## src/hdl/assert_macros.svh

```systemverilog
// ----------------------------------------------------------------------------
// Assertion macros
// Shared concurrent assertion forms used by the page parser module.
// ----------------------------------------------------------------------------
`ifndef ASSERT_MACROS_SVH
`define ASSERT_MACROS_SVH

// Same-cycle implication, disabled while reset is asserted.
`define ASSERT_IMPLIES(lbl, clk, rst_n, ante, cons, msg) \
    lbl: assert property (@(posedge clk) disable iff (!rst_n) (ante) |-> (cons)) \
        else $error(msg);

// Next-cycle implication, disabled while reset is asserted.
`define ASSERT_NEXT(lbl, clk, rst_n, ante, cons, msg) \
    lbl: assert property (@(posedge clk) disable iff (!rst_n) (ante) |=> (cons)) \
        else $error(msg);

`endif

```

## src/hdl/ogpv_pkg.sv

```systemverilog
// ----------------------------------------------------------------------------
// ogpv_pkg
// Types, constants and the CRC byte update shared by the page validator.
// ----------------------------------------------------------------------------
package ogpv_pkg;

    typedef enum logic [1:0] {
        KIND_BYTE,
        KIND_END,
        KIND_FIRST_BYTE,
        KIND_FIRST_END
    } kind_t;

    typedef struct packed {
        kind_t      kind;
        logic [7:0] data;
    } item_t;

    typedef enum logic [1:0] {
        PH_HEADER,
        PH_TABLE,
        PH_BODY,
        PH_DONE
    } phase_t;

    typedef enum logic [3:0] {
        ST_OK        = 4'd0,
        ST_CAPTURE   = 4'd1,
        ST_VERSION   = 4'd2,
        ST_NO_BOS    = 4'd3,
        ST_CONTINUED = 4'd4,
        ST_NO_SEGS   = 4'd5,
        ST_EMPTY     = 4'd6,
        ST_CRC_BAD   = 4'd7,
        ST_TRUNCATED = 4'd8
    } status_t;

    localparam logic [31:0] CRC_POLY     = 32'h04C11DB7;
    localparam logic [7:0]  CAPTURE [4]  = '{8'h4F, 8'h67, 8'h67, 8'h53};
    localparam int unsigned FLAG_BOS_BIT  = 1;
    localparam int unsigned FLAG_CONT_BIT = 0;
    localparam logic [4:0]  POS_VERSION  = 5'd4;
    localparam logic [4:0]  POS_FLAGS    = 5'd5;
    localparam logic [4:0]  POS_CRC_LO   = 5'd22;
    localparam logic [4:0]  POS_CRC_HI   = 5'd25;
    localparam logic [4:0]  POS_SEGS     = 5'd26;

    // One byte of the MSB-first CRC-32, eight shift steps.
    function automatic logic [31:0] crc_byte(input logic [31:0] c, input logic [7:0] b);
        logic [31:0] r;
        r = c ^ {b, 24'h000000};
        for (int i = 0; i < 8; i++) begin
            r = r[31] ? ({r[30:0], 1'b0} ^ CRC_POLY) : {r[30:0], 1'b0};
        end
        return r;
    endfunction

endpackage

```

## src/hdl/ogpv_front.sv

```systemverilog
// ----------------------------------------------------------------------------
// ogpv_front
// Input stage: accepts words, tags each as byte, end, or start of a file.
// ----------------------------------------------------------------------------
module ogpv_front (
    input  logic            aclk,
    input  logic            aresetn,
    input  logic            s_axis_tvalid,
    output logic            s_axis_tready,
    input  logic [7:0]      s_axis_tdata,
    input  logic [1:0]      s_axis_tuser,
    output logic            push_valid,
    input  logic            push_ready,
    output ogpv_pkg::item_t push_item
);

    logic            valid_reg, valid_next;
    ogpv_pkg::item_t item_reg, item_next;
    ogpv_pkg::kind_t kind;

    always_comb begin
        case (s_axis_tuser)
            2'b01:   kind = ogpv_pkg::KIND_FIRST_BYTE;
            2'b10:   kind = ogpv_pkg::KIND_END;
            2'b11:   kind = ogpv_pkg::KIND_FIRST_END;
            default: kind = ogpv_pkg::KIND_BYTE;
        endcase
    end

    assign s_axis_tready = !valid_reg || push_ready;

    always_comb begin
        valid_next = valid_reg;
        item_next  = item_reg;
        if (s_axis_tvalid && s_axis_tready) begin
            valid_next     = 1'b1;
            item_next.kind = kind;
            item_next.data = s_axis_tdata;
        end else if (push_ready) begin
            valid_next = 1'b0;
        end
    end

    always_ff @(posedge aclk) begin
        if (!aresetn) begin
            valid_reg <= 1'b0;
        end else begin
            valid_reg <= valid_next;
        end
        item_reg <= item_next;
    end

    assign push_valid = valid_reg;
    assign push_item  = item_reg;

endmodule

```

## src/hdl/ogpv_fifo.sv

```systemverilog
// ----------------------------------------------------------------------------
// ogpv_fifo
// Short queue of tagged items between the input stage and the parser.
// ----------------------------------------------------------------------------
module ogpv_fifo #(
    parameter int DEPTH = 4
) (
    input  logic            aclk,
    input  logic            aresetn,
    input  logic            wr_valid,
    output logic            wr_ready,
    input  ogpv_pkg::item_t wr_item,
    output logic            rd_valid,
    input  logic            rd_ready,
    output ogpv_pkg::item_t rd_item
);

    localparam int PW = (DEPTH > 1) ? $clog2(DEPTH) : 1;
    localparam int CW = $clog2(DEPTH + 1);
    localparam logic [PW-1:0] LAST = PW'(DEPTH - 1);
    localparam logic [CW-1:0] FULL = CW'(DEPTH);

    ogpv_pkg::item_t mem_reg [DEPTH];
    logic [PW-1:0]   wr_ptr_reg, wr_ptr_next;
    logic [PW-1:0]   rd_ptr_reg, rd_ptr_next;
    logic [CW-1:0]   count_reg, count_next;
    logic            push, pop;

    assign wr_ready = (count_reg != FULL);
    assign rd_valid = (count_reg != '0);
    assign rd_item  = mem_reg[rd_ptr_reg];
    assign push     = wr_valid && wr_ready;
    assign pop      = rd_valid && rd_ready;

    always_comb begin
        wr_ptr_next = wr_ptr_reg;
        rd_ptr_next = rd_ptr_reg;
        count_next  = count_reg;
        if (push) begin
            wr_ptr_next = (wr_ptr_reg == LAST) ? '0 : wr_ptr_reg + PW'(1);
        end
        if (pop) begin
            rd_ptr_next = (rd_ptr_reg == LAST) ? '0 : rd_ptr_reg + PW'(1);
        end
        if (push && !pop) begin
            count_next = count_reg + CW'(1);
        end else if (pop && !push) begin
            count_next = count_reg - CW'(1);
        end
    end

    always_ff @(posedge aclk) begin
        if (!aresetn) begin
            wr_ptr_reg <= '0;
            rd_ptr_reg <= '0;
            count_reg  <= '0;
        end else begin
            wr_ptr_reg <= wr_ptr_next;
            rd_ptr_reg <= rd_ptr_next;
            count_reg  <= count_next;
        end
        if (push) begin
            mem_reg[wr_ptr_reg] <= wr_item;
        end
    end

endmodule

```

## src/hdl/ogpv_back.sv

```systemverilog
// ----------------------------------------------------------------------------
// ogpv_back
// Page parser: header checks, lacing sum, CRC, and the verdict register.
// ----------------------------------------------------------------------------
`include "assert_macros.svh"

module ogpv_back (
    input  logic            aclk,
    input  logic            aresetn,
    input  logic            q_valid,
    output logic            q_ready,
    input  ogpv_pkg::item_t q_item,
    output logic            m_axis_tvalid,
    input  logic            m_axis_tready,
    output logic [7:0]      m_axis_tdata
);

    ogpv_pkg::phase_t  phase_reg, phase_next, eff_phase;
    logic [4:0]        pos_reg, pos_next, eff_pos;
    logic [7:0]        total_reg, total_next, eff_total;
    logic [7:0]        seen_reg, seen_next, eff_seen;
    logic [15:0]       body_reg, body_next, eff_body;
    logic [31:0]       crc_reg, crc_next, eff_crc;
    logic [31:0]       stored_reg, stored_next, eff_stored;

    logic              out_valid_reg, out_valid_next;
    logic              out_ok_reg, out_ok_next;
    ogpv_pkg::status_t out_status_reg, out_status_next;

    logic              take, sof, eof;
    logic [7:0]        b;
    logic              in_crc_field;
    logic [31:0]       crc_upd;
    logic [7:0]        seen_inc;
    logic [15:0]       body_add, body_dec;
    logic [1:0]        lane;
    logic              hit;
    ogpv_pkg::status_t code;

    assign q_ready = !out_valid_reg || m_axis_tready;
    assign take    = q_valid && q_ready;
    assign b       = q_item.data;
    assign sof     = (q_item.kind == ogpv_pkg::KIND_FIRST_BYTE)
                  || (q_item.kind == ogpv_pkg::KIND_FIRST_END);
    assign eof     = (q_item.kind == ogpv_pkg::KIND_END)
                  || (q_item.kind == ogpv_pkg::KIND_FIRST_END);

    // A start-of-file word sees the parser as just reset.
    assign eff_phase  = sof ? ogpv_pkg::PH_HEADER : phase_reg;
    assign eff_pos    = sof ? '0 : pos_reg;
    assign eff_total  = sof ? '0 : total_reg;
    assign eff_seen   = sof ? '0 : seen_reg;
    assign eff_body   = sof ? '0 : body_reg;
    assign eff_crc    = sof ? '0 : crc_reg;
    assign eff_stored = sof ? '0 : stored_reg;

    assign in_crc_field = (eff_pos >= ogpv_pkg::POS_CRC_LO) && (eff_pos <= ogpv_pkg::POS_CRC_HI);
    assign crc_upd  = ogpv_pkg::crc_byte(eff_crc,
                          (eff_phase == ogpv_pkg::PH_HEADER && in_crc_field) ? 8'h00 : b);
    assign seen_inc = eff_seen + 8'd1;
    assign body_add = eff_body + {8'h00, b};
    assign body_dec = eff_body - 16'd1;
    assign lane     = 2'(eff_pos - ogpv_pkg::POS_CRC_LO);

    // Verdict decode.
    always_comb begin
        hit  = 1'b0;
        code = ogpv_pkg::ST_OK;
        if (eff_phase != ogpv_pkg::PH_DONE) begin
            if (eof) begin
                hit  = 1'b1;
                code = ogpv_pkg::ST_TRUNCATED;
            end else begin
                case (eff_phase)
                    ogpv_pkg::PH_HEADER: begin
                        if (eff_pos < ogpv_pkg::POS_VERSION
                            && b != ogpv_pkg::CAPTURE[eff_pos[1:0]]) begin
                            hit  = 1'b1;
                            code = ogpv_pkg::ST_CAPTURE;
                        end else if (eff_pos == ogpv_pkg::POS_VERSION && b != 8'h00) begin
                            hit  = 1'b1;
                            code = ogpv_pkg::ST_VERSION;
                        end else if (eff_pos == ogpv_pkg::POS_FLAGS
                                     && !b[ogpv_pkg::FLAG_BOS_BIT]) begin
                            hit  = 1'b1;
                            code = ogpv_pkg::ST_NO_BOS;
                        end else if (eff_pos == ogpv_pkg::POS_FLAGS
                                     && b[ogpv_pkg::FLAG_CONT_BIT]) begin
                            hit  = 1'b1;
                            code = ogpv_pkg::ST_CONTINUED;
                        end else if (eff_pos == ogpv_pkg::POS_SEGS && b == 8'h00) begin
                            hit  = 1'b1;
                            code = ogpv_pkg::ST_NO_SEGS;
                        end
                    end
                    ogpv_pkg::PH_TABLE: begin
                        if (seen_inc >= eff_total && body_add == 16'h0000) begin
                            hit  = 1'b1;
                            code = ogpv_pkg::ST_EMPTY;
                        end
                    end
                    ogpv_pkg::PH_BODY: begin
                        if (body_dec == 16'h0000) begin
                            hit  = 1'b1;
                            code = (crc_upd == eff_stored) ? ogpv_pkg::ST_OK
                                                           : ogpv_pkg::ST_CRC_BAD;
                        end
                    end
                    default: begin
                        hit = 1'b0;
                    end
                endcase
            end
        end
    end

    // Next state of the parser.
    always_comb begin
        phase_next  = phase_reg;
        pos_next    = pos_reg;
        total_next  = total_reg;
        seen_next   = seen_reg;
        body_next   = body_reg;
        crc_next    = crc_reg;
        stored_next = stored_reg;
        if (take) begin
            phase_next  = eff_phase;
            pos_next    = eff_pos;
            total_next  = eff_total;
            seen_next   = eff_seen;
            body_next   = eff_body;
            crc_next    = eff_crc;
            stored_next = eff_stored;
            if (eff_phase != ogpv_pkg::PH_DONE) begin
                if (eof) begin
                    phase_next = ogpv_pkg::PH_DONE;
                end else begin
                    case (eff_phase)
                        ogpv_pkg::PH_HEADER: begin
                            crc_next = crc_upd;
                            pos_next = eff_pos + 5'd1;
                            if (in_crc_field) begin
                                stored_next = eff_stored | ({24'h000000, b} << {lane, 3'b000});
                            end
                            if (hit) begin
                                phase_next = ogpv_pkg::PH_DONE;
                            end else if (eff_pos == ogpv_pkg::POS_SEGS) begin
                                total_next = b;
                                seen_next  = '0;
                                body_next  = '0;
                                phase_next = ogpv_pkg::PH_TABLE;
                            end
                        end
                        ogpv_pkg::PH_TABLE: begin
                            crc_next  = crc_upd;
                            body_next = body_add;
                            seen_next = seen_inc;
                            if (seen_inc >= eff_total) begin
                                phase_next = hit ? ogpv_pkg::PH_DONE : ogpv_pkg::PH_BODY;
                            end
                        end
                        ogpv_pkg::PH_BODY: begin
                            crc_next  = crc_upd;
                            body_next = body_dec;
                            if (hit) begin
                                phase_next = ogpv_pkg::PH_DONE;
                            end
                        end
                        default: begin
                            phase_next = ogpv_pkg::PH_DONE;
                        end
                    endcase
                end
            end
        end
    end

    // Result register.
    always_comb begin
        out_valid_next  = out_valid_reg;
        out_ok_next     = out_ok_reg;
        out_status_next = out_status_reg;
        if (take && hit) begin
            out_valid_next  = 1'b1;
            out_ok_next     = (code == ogpv_pkg::ST_OK);
            out_status_next = code;
        end else if (m_axis_tready) begin
            out_valid_next = 1'b0;
        end
    end

    always_ff @(posedge aclk) begin
        if (!aresetn) begin
            phase_reg     <= ogpv_pkg::PH_HEADER;
            pos_reg       <= '0;
            total_reg     <= '0;
            seen_reg      <= '0;
            body_reg      <= '0;
            crc_reg       <= '0;
            stored_reg    <= '0;
            out_valid_reg <= 1'b0;
        end else begin
            phase_reg     <= phase_next;
            pos_reg       <= pos_next;
            total_reg     <= total_next;
            seen_reg      <= seen_next;
            body_reg      <= body_next;
            crc_reg       <= crc_next;
            stored_reg    <= stored_next;
            out_valid_reg <= out_valid_next;
        end
        out_ok_reg     <= out_ok_next;
        out_status_reg <= out_status_next;
    end

    assign m_axis_tvalid = out_valid_reg;
    assign m_axis_tdata  = {3'b000, out_status_reg, out_ok_reg};

    `ASSERT_IMPLIES(a_ok_flag, aclk, aresetn, out_valid_reg,
                    out_ok_reg == (out_status_reg == ogpv_pkg::ST_OK),
                    "is_valid disagrees with status")
    `ASSERT_IMPLIES(a_table_count, aclk, aresetn, phase_reg == ogpv_pkg::PH_TABLE,
                    seen_reg < total_reg, "segment table overran its count")
    `ASSERT_IMPLIES(a_body_left, aclk, aresetn, phase_reg == ogpv_pkg::PH_BODY,
                    body_reg != 16'h0000, "body phase with nothing left")
    `ASSERT_NEXT(a_done_after_verdict, aclk, aresetn, take && hit,
                 phase_reg == ogpv_pkg::PH_DONE, "parser not closed after a verdict")

endmodule

```

## src/hdl/ogg_first_page_validator.sv

```systemverilog
// Path: a word is registered by the input stage and written into the queue; a word that
// gives a verdict loads the verdict register. Throughput: one word per cycle while no
// verdict waits on m_axis_tready; the CRC takes a whole byte per cycle in one XOR network.
// Reset: synchronous, aresetn low; the parser returns to the header phase with a
// zero CRC, the queue empties and no verdict is pending. No clearing pass is needed.
// ----------------------------------------------------------------------------
// ogg_first_page_validator
// Checks the first Ogg page of a byte stream and gives one verdict per file.
// ----------------------------------------------------------------------------
module ogg_first_page_validator #(
    parameter int QUEUE_DEPTH = 4
) (
    input  logic       aclk,
    input  logic       aresetn,
    // Byte stream in.
    input  logic       s_axis_tvalid,
    output logic       s_axis_tready,
    input  logic [7:0] s_axis_tdata,   // [7:0] data_byte
    input  logic [1:0] s_axis_tuser,   // [0] start_of_file, [1] end_of_file
    // Verdict out.
    output logic       m_axis_tvalid,
    input  logic       m_axis_tready,
    output logic [7:0] m_axis_tdata    // [0] is_valid, [4:1] status, [7:5] zero
);

    // The front stage registers each word and tags it; the queue holds up
    // to QUEUE_DEPTH words while the parser stalls on the result side, and
    // lets the input stall without starving the parser.
    logic            push_valid, push_ready;
    ogpv_pkg::item_t push_item;
    logic            q_valid, q_ready;
    ogpv_pkg::item_t q_item;

    ogpv_front u_front (
        .aclk          (aclk),
        .aresetn       (aresetn),
        .s_axis_tvalid (s_axis_tvalid),
        .s_axis_tready (s_axis_tready),
        .s_axis_tdata  (s_axis_tdata),
        .s_axis_tuser  (s_axis_tuser),
        .push_valid    (push_valid),
        .push_ready    (push_ready),
        .push_item     (push_item)
    );

    ogpv_fifo #(
        .DEPTH (QUEUE_DEPTH)
    ) u_fifo (
        .aclk     (aclk),
        .aresetn  (aresetn),
        .wr_valid (push_valid),
        .wr_ready (push_ready),
        .wr_item  (push_item),
        .rd_valid (q_valid),
        .rd_ready (q_ready),
        .rd_item  (q_item)
    );

    // The parser consumes a word whenever its verdict register is free or
    // being emptied in the same cycle; words that give no verdict pass
    // through without touching the output.
    ogpv_back u_back (
        .aclk          (aclk),
        .aresetn       (aresetn),
        .q_valid       (q_valid),
        .q_ready       (q_ready),
        .q_item        (q_item),
        .m_axis_tvalid (m_axis_tvalid),
        .m_axis_tready (m_axis_tready),
        .m_axis_tdata  (m_axis_tdata)
    );

endmodule
```

## config.mk

```make
export PLATFORM = sky130hd
export DESIGN_NAME = ogg_first_page_validator
export DESIGN_NICKNAME = d
export VERILOG_FILES = /design/src/hdl/ogpv_pkg.sv /design/src/hdl/ogpv_front.sv /design/src/hdl/ogpv_fifo.sv /design/src/hdl/ogpv_back.sv /design/src/hdl/ogg_first_page_validator.sv
export VERILOG_INCLUDE_DIRS = /design/src /design/src/hdl
export SDC_FILE = /design/constraint.sdc
export NUM_CORES = 1
export LEC_CHECK = 0
export BUFFER_PORTS_ARGS = -buffer_cell sky130_fd_sc_hd__buf_2
export CORE_MARGIN = 10
export CORE_UTILIZATION = 40
export CTS_CLUSTER_SIZE = 40
export DETAILED_ROUTE_END_ITERATION = 10
export GPL_ROUTABILITY_DRIVEN = 0
export PLACE_DENSITY_LB_ADDON = 0.3
export RECOVER_POWER = 100
export SYNTH_ARGS = -nofsm -noshare
export SYNTH_HDL_FRONTEND = slang
export SYNTH_SLANG_ARGS = --single-unit
```

## constraint.sdc

```tcl
create_clock -name aclk -period 12.9 [get_ports aclk]
set_input_delay 0.645 -clock aclk [delete_from_list [all_inputs] [get_ports aclk]]
set_output_delay 0.645 -clock aclk [all_outputs]
set_load 0.05 [all_outputs]
```

==> results_dict.tcl, run 1 <==
set metrics [dict create \
    synth_mux_area_share_pct 3.17 \
    io_pins 24 \
    io_buffers 20 \
    root_buffer "clkbuf_16" \
    post_cts_resized 0 \
    yosys.area_share.simple_pct 18.7 \
    synth_top_area_share_pct 20.1 \
    fp.dieW_um 189 \
    hold_class "primary input to flip-flop" \
    num_vias 9506 \
    synth-seq-cells 169 \
    clockBufferDepth 2 \
    whs_ps 374 \
    cts_setup_buffers 0 \
    h-tree-depth 4 \
    clockPowerShare_pct 14.6 \
    fmax_ghz 0.111 \
    power.density_nw_per_um2 307 \
    cts_tree "built" \
    wirelength_mm 32.7 \
    ys.flop_type "dfxtp_1" \
    synth_area_leaders "dfxtp_1 (20%), edfxtp_1 (15%), xnor2_1 (6.7%), a22oi_1 (4.1%), nor2b_1 (3.9%)" \
    utilization_pct 43.8 \
    drive_gt1_share_pct 8.03 \
    grt_pass1_vias 9137 \
    ir_drop_v 0.000135 \
    async_flop_share_pct 0 \
    critPathKind "flip-flop to flip-flop" \
    setup_tns_ps 0 \
    initial_utilization_pct 40.7 \
    maxCapViolCount 7 \
    antenna_found_initial 0 \
    rows 61 \
    synth_compound_gate_area_share_pct 22.7 \
    grt_max_degree 110 \
    instances_no_fill 1623 \
    path_max_fanout 43 \
    first_pass_iters 5 \
    grt_overflow 0 \
    start_kind "flip-flop" \
    seq_area_um2 3930 \
    worst_slew_pin_slew_ps 4180 \
    fin_nets 1277 \
    synthCells 1272 \
    cts_sinks 169 \
    final-setup-viol-count 0 \
    synthXorXnorAreaFrac_pct 12.5 \
    required_ps 13090 \
    fillCellCount 2763 \
    multiInputGateArea_um2 6930 \
    ys_warn_count 0 \
    total_power_w 0.00376 \
    synth.distinct_cells 90 \
    worst_skew_pair.late_latency_ps 450 \
    critPathCaptureType "flip-flop" \
    rsz0062_at_grt "false" \
    synth-adder-area-share_pct 3.54 \
    synth.avg_cell_area_um2 8.94 \
    sw_frac_of_total_pct 49.7 \
    ant_nets 0 \
    vias_per_cell 5.86 \
    grt_pass1_wl_mm 52.4 \
    diodes 0 \
    fp.dieArea_um2 35600 \
    clk_pin_slew_ps 80 \
    violations "max-capacitance violations, max-slew violations" \
    numCtsBuffers 17 \
    drc 0 \
    cp.arrival_ps 9230 \
    finalHoldViolCount 0 \
    fin_crit_sh_pct 70.1 \
    seq_power_share_pct 19.9 \
    p_sw_w 0.00187 \
    leakagePower_nw 4.15 \
    comb_power_share_pct 65.5 \
    power.internal_w 0.00189 \
    place_inst 1591 \
    synth_area_um2 11400 \
    max_slew_margin_pct -178 \
    skew_ps 24.8 \
    ys_seq_area_share_pct 34.6 \
    routedWlPerCell_um 20.1 \
    largest_register_ffs 40 \
    yosysTopAreaCell "dfxtp_1" \
    dp.final_hpwl_mm 21.8 \
    grt_usage_pct 18.2 \
    period_minus_slack_ps 9040 \
    synth_enable_flop_cells 55 \
    outcome "finished with violations" \
    cts_hold_buf 0 \
    design.core.area_um2 27900 \
    synth_top_family_by_area "compound AO/OA/AOI/OAI gates" \
    drt_iter0_drc 866 \
    synthToLayoutAreaGrowth_pct 7.70 \
    die_h_um 189 \
    report.final.slew_viol_count 286 \
]
[Yosys cell counts, drive strengths merged (29+ instances only)]
library cell and n:
dfxtp 114, nor2b 71, ha 29, xnor2 89, xor2 50, clkbuf 64, nor2 77, edfxtp 55
a21oi 76, buf 32, o21ai 77, a22oi 63, nand3 34, nand2 100, and2 29
[per-stage QoR]
step / cell area (um^2) / setup slack (ps)
floorplan: 11400 / 6650
global placement: 11700 / 6760
finish: 12200 / 3860
detailed placement: 11700 / 6590
CTS: 12300 / 6570
global route: 12200 / 3100
[cell type report]
type | count | share of cell area [%]
multi-input combinational | 983 | 56.6
clock inverter | 14 | 1.64
timing repair buffer | 35 | 1.51
sequential | 169 | 32.1
clock buffer | 18 | 3.50
tap | 378 | 3.86
inverter | 26 | 0.797
[critical path, stage by stage, from the launching register on]
cell and delay, ps:
dfxtp_1 690, mux2i_1 380, mux2_1 830, clkbuf_1 1440, clkbuf_1 1560, o221ai_1 1100
xnor2_1 910, xnor2_1 260, xnor2_1 360, xnor2_1 200, nor2b_1 100, o32ai_1 360
a41oi_2 240, o31a_1 330
[final timing paths]
check                                  endpoint                             start  slack, ps  depth (start not counted)
min              u_front.push_item[0]$_DFFE_PP_                   s_axis_tdata[0]        370                          1
max reg2reg  u_back.out_status_reg[2]$_DFFE_PP_                         flip-flop       3860                         13
min reg2reg    u_back.total_reg[0]$_SDFFE_PN0P_  u_back.total_reg[0]$_SDFFE_PN0P_        480                          1
max          u_back.out_status_reg[2]$_DFFE_PP_                         flip-flop       3860                         13
[power groups by stage]
stage	Combinational [W]	Sequential, W	Clock, W
final	0.00247	0.000748	0.000549
after global routing	0.00267	0.000762	0.000576
after CTS	0.00245	0.000747	0.000556
after detailed placement	0.00243	0.000759	0
after global placement	0.00242	0.000756	0
after floorplan	0.00192	0.000721	0
[cell families after synthesis]
| family | count (synthesis) |
|---|---|
| xor gates and xnor gates | 146 |
| buffers and inverters | 122 |
| other | 1 |
| and+or+nand+nor | 413 |
| AOI/OAI and AO/OA | 365 |
| muxes | 25 |
| adders and majority gates | 31 |
| DFF | 169 |
[routing by layer]
metal / track usage, % / wire (um)
met5: 0 / 0
met4: 6.99 / 882
met3: 2.77 / 2020
met2: 29.9 / 15600
met1: 23.5 / 14200
[cell usage in the layout, fill, tap and decap left out, types with 16 or more instances in the layout]
| cell | synthesis | layout |
|---|---|---|
| nand2_1 | 100 | 100 |
| inv_1 | 26 | 26 |
| nor2b_1 | 71 | 71 |
| dfxtp_1 | 114 | 114 |
| nand3_1 | 34 | 34 |
| nor3_1 | 26 | 26 |
| clkbuf_16 | 0 | 17 |
| a21boi_0 | 17 | 18 |
| a21oi_1 | 76 | 76 |
| edfxtp_1 | 55 | 55 |
| nor2_1 | 75 | 75 |
| ha_1 | 29 | 29 |
| xor2_1 | 47 | 47 |
| xnor2_1 | 87 | 87 |
| a22oi_1 | 62 | 62 |
| and2_1 | 28 | 16 |
| o21ai_0 | 72 | 73 |
(Power assumes the default switching activity.)
==> run 2: changes to the inputs <==
--- a/config.mk
+++ b/config.mk
@@ -6,6 +6,7 @@
 export SDC_FILE = /design/constraint.sdc
 export NUM_CORES = 1
 export LEC_CHECK = 0
+export ABC_AREA = 1
 export BUFFER_PORTS_ARGS = -buffer_cell sky130_fd_sc_hd__buf_2
 export CORE_MARGIN = 10
 export CORE_UTILIZATION = 40
==> constraint.sdc (replaced) <==
create_clock -name aclk -period 8 [get_ports aclk]
set_input_delay 0.4 -clock aclk [delete_from_list [all_inputs] [get_ports aclk]]
set_output_delay 0.4 -clock aclk [all_outputs]
set_load 0.05 [all_outputs]
==> run 2 against run 1 <==
Net effect:
- the run still ends with max-capacitance violations, max-slew violations left
- global-route usage grew 0.49 points
- count of clock-buffer cells in the layout shrank 1
- utilization shrank 0.30 points
- cell count grew 34%
- flip-flop and latch count is the same
- non-clock buffer count shrank 5
- via count grew 22%
- wire length grew 5.2%
- final area grew 2.9%
- synthesized cell count grew 42%
- critical path type unchanged
==> results_dict.tcl, run 2 <==
set metrics [dict create \
    rsz0062_at_grt "false" \
    postLayoutSetupSlackWorst_ps 1500 \
    worst_slew_pin_slew_ps 1840 \
    initial_utilization_pct 40.8 \
    grt_overflow 0 \
    grt_pass1_wl_mm 55.3 \
    synth-seq-cells 169 \
    final_common_cell "nand2_1" \
    dp.final_hpwl_mm 24.5 \
    whs_ps 133 \
    synthToLayoutAreaGrowth_pct 6.63 \
    period_minus_slack_ps 6500 \
    critPathCaptureType "flip-flop" \
    synthCells 1804 \
    rows 62 \
    max_slew_margin_pct -22.6 \
    rrSetupSlack_ps 1500 \
    ys_seq_area_share_pct 33.3 \
    violations "max-capacitance violations, max-slew violations" \
    critPathBufInv 4 \
    fp.dieArea_um2 36800 \
    required_ps 8330 \
    yosysTopAreaCell "nand2_1" \
    grt_usage_pct 18.7 \
    crit_chain "inv_1 -> nor2_1 -> a31oi_4 -> clkbuf_1 -> clkinvlp_2 -> clkbuf_2 -> nor2_1 -> nand4_1 -> a21oi_1" \
    synth.distinct_cells 58 \
    final-setup-viol-count 0 \
    skew_ps 12.7 \
    clk_pin_slew_ps 70 \
    cp.arrival_ps 6840 \
    first_pass_iters 5 \
    cts_setup_buffers 0 \
    hold_class "primary input to flip-flop" \
    numCtsBuffers 17 \
    fp.dieW_um 192 \
    drc 0 \
    fmax_ghz 0.154 \
    h-tree-depth 4 \
    fin_nets 1819 \
    fillCellCount 2995 \
    post_cts_resized 0 \
    largest_register_ffs 40 \
    grt_pass1_vias 10600 \
    routedWlPerCell_um 15.8 \
    async_flop_share_pct 0 \
    setup_tns_ps 0 \
    num_vias 11600 \
    diodes 0 \
    drt_iter0_drc 923 \
    grt_max_degree 78 \
    fin_crit_sh_pct 81.3 \
    ys_warn_count 0 \
    cp_slowest_stage_delay_ps 1890 \
    place_ws_ps 2250 \
    io_buffers 20 \
    layout_common_cells "nand2_1 (639), a21oi_1 (166), inv_1 (163), nand3_1 (134), nor2_1 (116)" \
    worst_skew_pair.late_latency_ps 440 \
    wirelength_mm 34.4 \
    drive_gt1_share_pct 7.33 \
    cts_hold_buf 0 \
    cts_tree "built" \
    clockBufferDepth 2 \
    seq_area_um2 3930 \
    path_max_fanout 77 \
    finalHoldViolCount 0 \
    critPathTopFamily "buffers and inverters" \
    synth_area_leaders "nand2_1 (20%), dfxtp_1 (19%), edfxtp_1 (14%), a21oi_1 (7.0%), nand3_1 (5.6%)" \
    ant_nets 0 \
    synth.top_cells.by_count "nand2_1 (636), a21oi_1 (166), inv_1 (162)" \
    grt_use_met1_pct 24.8 \
    synth_enable_flop_cells 55 \
    vias_per_cell 5.34 \
    start_kind "flip-flop" \
    crit_top_cell "nor2_1" \
    synth_top_area_share_pct 20.2 \
    outcome "finished with violations" \
    global_route.usage.met2_pct 29.8 \
    synth.avg_cell_area_um2 6.55 \
    die_h_um 192 \
    root_buffer "clkbuf_16" \
    ys.flop_type "dfxtp_1" \
    globalRouteMet3Util_pct 3.17 \
    busiest_layer "met2" \
    cts_sinks 169 \
    antenna_found_initial 0 \
    maxCapViolCount 3 \
    crit_slowest_cell "clkinvlp_2" \
    synth_area_um2 11800 \
    report.final.slew_viol_count 153 \
    io_pins 24 \
    design.core.area_um2 28900 \
    critPathKind "flip-flop to flip-flop" \
    synth.most_common_cell "nand2_1" \
    multiInputGateArea_um2 6760 \
]
run 2: path summary, 6_finish.rpt:
check,startpoint,end,cells after the start
max,u_back.m_axis_tvalid$_SDFFE_PN0P_,u_back.stored_reg[7]$_SDFFE_PN0P_,9
min,s_axis_tuser[1],u_front.push_item[8]$_DFFE_PP_,1
max reg2reg,u_back.m_axis_tvalid$_SDFFE_PN0P_,u_back.stored_reg[7]$_SDFFE_PN0P_,9
min reg2reg,u_back.body_reg[14]$_SDFFE_PN0P_,u_back.body_reg[14]$_SDFFE_PN0P_,2
run 2: routing by layer:
metal	part of all wire, %	wire length [um]
met1	45	15600
met5	0	0
met4	2.5	846
met2	45	15600
met3	6.9	2390
run 2: through the flow:
| stage | instance area (um^2) | util (%) | std cells |
|---|---|---|---|
| floorplan | 11800 | - | 1806 |
| CTS | 12700 | 43.7 | 2171 |
| global route | 12600 | 43.5 | 2171 |
| detailed placement | 12100 | 41.8 | 2139 |
| global placement | 12100 | 41.8 | 2139 |
| finish | 12600 | 43.5 | 2171 |
run 2: worst reg2reg max path, stage by stage (launching register included):
cell and delay, ps:
dfxtp_1 380, inv_1 80, nor2_1 120, a31oi_4 160, clkbuf_1 1330, clkinvlp_2 1910
clkbuf_2 1230, nor2_1 790, nand4_1 240, a21oi_1 180
run 2: cell type report:
class | count | area share (%)
multi-input combinational | 1374 | 53.7
sequential | 169 | 31.2
inverter | 182 | 5.50
tap | 384 | 3.81
clock buffer | 17 | 3.38
timing repair buffer | 30 | 1.26
clock inverter | 15 | 1.15
run 2: kinds of logic (layout without fill, tap and decap cells):
| group | count (synthesis) | in the layout | synth area share, % |
|---|---|---|---|
| AND/OR/NAND/NOR | 1038 | 1038 | 38.7 |
| buffers and inverters | 263 | 244 | 9.38 |
| other | 1 | 3 | 0.0317 |
| flip-flops | 169 | 169 | 33.3 |
| XOR/XNOR | 35 | 35 | 2.66 |
| adder cells (fa/ha/maj) | 31 | 31 | 3.41 |
| AO/OA/AOI/OAI | 267 | 267 | 12.5 |
Power of run 2 is left out: the tool's default activity adds up to more than one toggle a clock period on the data nets, which glitch-free logic cannot reach.
==> run 3: changes to the inputs <==
==> constraint.sdc (replaced) <==
create_clock -name aclk -period 5.4 [get_ports aclk]
set_input_delay 0.27 -clock aclk [delete_from_list [all_inputs] [get_ports aclk]]
set_output_delay 0.27 -clock aclk [all_outputs]
set_load 0.05 [all_outputs]
==> run 3 against run 2 <==
Net effect:
- global-route usage up 0.23 points
- final area up 1.8%
- first-iteration DRC count increased by 36%
- worst setup slack got worse by 840 ps
- critical path type unchanged
- the run still ends with max-capacitance violations, max-slew violations left
- die area unchanged
- wire length grew 0.86%
- count of clock-buffer cells in the layout stayed put
- clock skew rose by 1.1 ps
- critical path depth up 24
- via count increased by 1.2%
==> results_dict.tcl, run 3 (synthesis results as in run 2) <==
set metrics [dict create \
    fp.dieW_um 192 \
    grt_max_degree 82 \
    routedWlPerCell_um 15.8 \
    postLayoutSetupSlackWorst_ps 655 \
    cts_sinks 169 \
    max_slew_margin_pct -57.5 \
    cp.arrival_ps 4950 \
    num_vias 11700 \
    multiInputGateArea_um2 6770 \
    start_kind "flip-flop" \
    regToRegEndpoint "u_back.out_status_reg[1]$_DFFE_PP_" \
    place_ws_ps 782 \
    antenna_found_initial 0 \
    io_pins 24 \
    dp.final_hpwl_mm 24.9 \
    clk_pin_slew_ps 80 \
    final-setup-viol-count 0 \
    final_common_cell "nand2_1" \
    fillCellCount 3008 \
    hold_class "primary input to flip-flop" \
    cts_tree "built" \
    die_h_um 192 \
    rsz0062_at_grt "false" \
    root_buffer "clkbuf_16" \
    period_minus_slack_ps 4750 \
    outcome "finished with violations" \
    fin_crit_sh_pct 87.9 \
    worst_skew_pair.late_latency_ps 460 \
    crit_slowest_cell "dfxtp_1" \
    h-tree-depth 4 \
    worst_slew_pin_slew_ps 2350 \
    ant_nets 0 \
    required_ps 5610 \
    rrSetupSlack_ps 650 \
    rr_worst_depth 33 \
    cp_slowest_stage_delay_ps 350 \
    drive_gt1_share_pct 7.85 \
    first_pass_iters 5 \
    wirelength_mm 34.7 \
    fp.dieArea_um2 36800 \
    numCtsBuffers 17 \
    finalHoldViolCount 0 \
    report.final.slew_viol_count 105 \
    maxCapViolCount 2 \
    clockBufferDepth 2 \
    skew_ps 13.8 \
    layout_common_cells "nand2_1 (640), a21oi_1 (166), inv_1 (162), nand3_1 (134), nor2_1 (116)" \
    grt_pass1_wl_mm 56.0 \
    fmax_ghz 0.211 \
    initial_utilization_pct 40.8 \
    diodes 0 \
    grt_pass1_vias 10500 \
    fin_nets 1841 \
    crit_top_cell "nand2_1" \
    critPathKind "flip-flop to flip-flop" \
    io_buffers 20 \
    drc 0 \
    vias_per_cell 5.35 \
    placed_area_um2 12200 \
    grt_usage_pct 18.9 \
    final_cell_area_um2 12800 \
    largest_register_ffs 40 \
    rows 62 \
    seq_area_um2 3930 \
    critPathCaptureType "flip-flop" \
    violations "max-capacitance violations, max-slew violations" \
    path_max_fanout 25 \
    setup_tns_ps 0 \
    grt_overflow 0 \
    design.core.area_um2 28900 \
    critPathCapture "u_back.out_status_reg[1]$_DFFE_PP_" \
    synthToLayoutAreaGrowth_pct 8.58 \
    post_cts_resized 0 \
    drt_iter0_drc 1252 \
]
run 3: cell count changes in the layout (fill, tap and decap cells not counted), moves of 3 or more:
cell           delta
buf_4            +11
clkinv_8          +3
dlygate4sd3_1    +10
inv_8             -3
run 3: routing by layer:
metal | global-route usage (%) | vias to the layer above | part of all wire, %
li1 | - | 5885 | -
met1 | 26.0 | 5337 | 46
met2 | 29.9 | 450 | 45
met3 | 2.47 | 63 | 7.1
met4 | 6.31 | 0 | 2.6
met5 | 0 | - | 0
run 3: metrics by stage:
stage | instances | util [%] | hold WS [ps]
finish | 2193 | 44.3 | 89.9
floorplan | 1806 | - | 369
global placement | 2151 | 42.1 | 448
global route | 2193 | 44.3 | 118
detailed placement | 2151 | 42.1 | 449
CTS | 2193 | 44.5 | 79.6
run 3: how the worst min path moves through the flow:
stage | startpoint | endpoint | slack (ps) | depth (start not counted)
2_1_floorplan | s_axis_tdata[0] | u_front.push_item[0]$_DFFE_PP_ | 370 | 0
3_3_place_gp | s_axis_tdata[0] | u_front.push_item[0]$_DFFE_PP_ | 450 | 1
3_5_place_dp | s_axis_tdata[3] | u_front.push_item[3]$_DFFE_PP_ | 450 | 1
4_1_cts | s_axis_tvalid | u_front.push_valid$_SDFFE_PN0P_ | 80 | 3
5_1_grt | s_axis_tvalid | u_front.push_valid$_SDFFE_PN0P_ | 120 | 3
6_report | s_axis_tvalid | u_front.push_valid$_SDFFE_PN0P_ | 90 | 3
run 3: worst max-delay path: cells and delay by family, from the launching register on:
kind	cells	cell delay (ps)
adder cells (fa/ha/maj)	1	280
flip-flops	1	350
buffers and inverters	5	820
AO/OA/AOI/OAI	1	110
AND/OR/NAND/NOR	26	2920
run 3: cell type report:
class / count / area share, %
inverter: 182 / 5.40
sequential: 169 / 30.7
clock inverter: 15 / 1.41
tap: 384 / 3.74
clock buffer: 17 / 3.32
multi-input combinational: 1374 / 52.8
timing repair buffer: 52 / 2.68
run 3: repair_timing:
action,CTS,global route
endpoints found under the hold margin,10,0
buffers inserted,0,0
hold buffers,10,0
Power of run 3 is left out for the same reason.
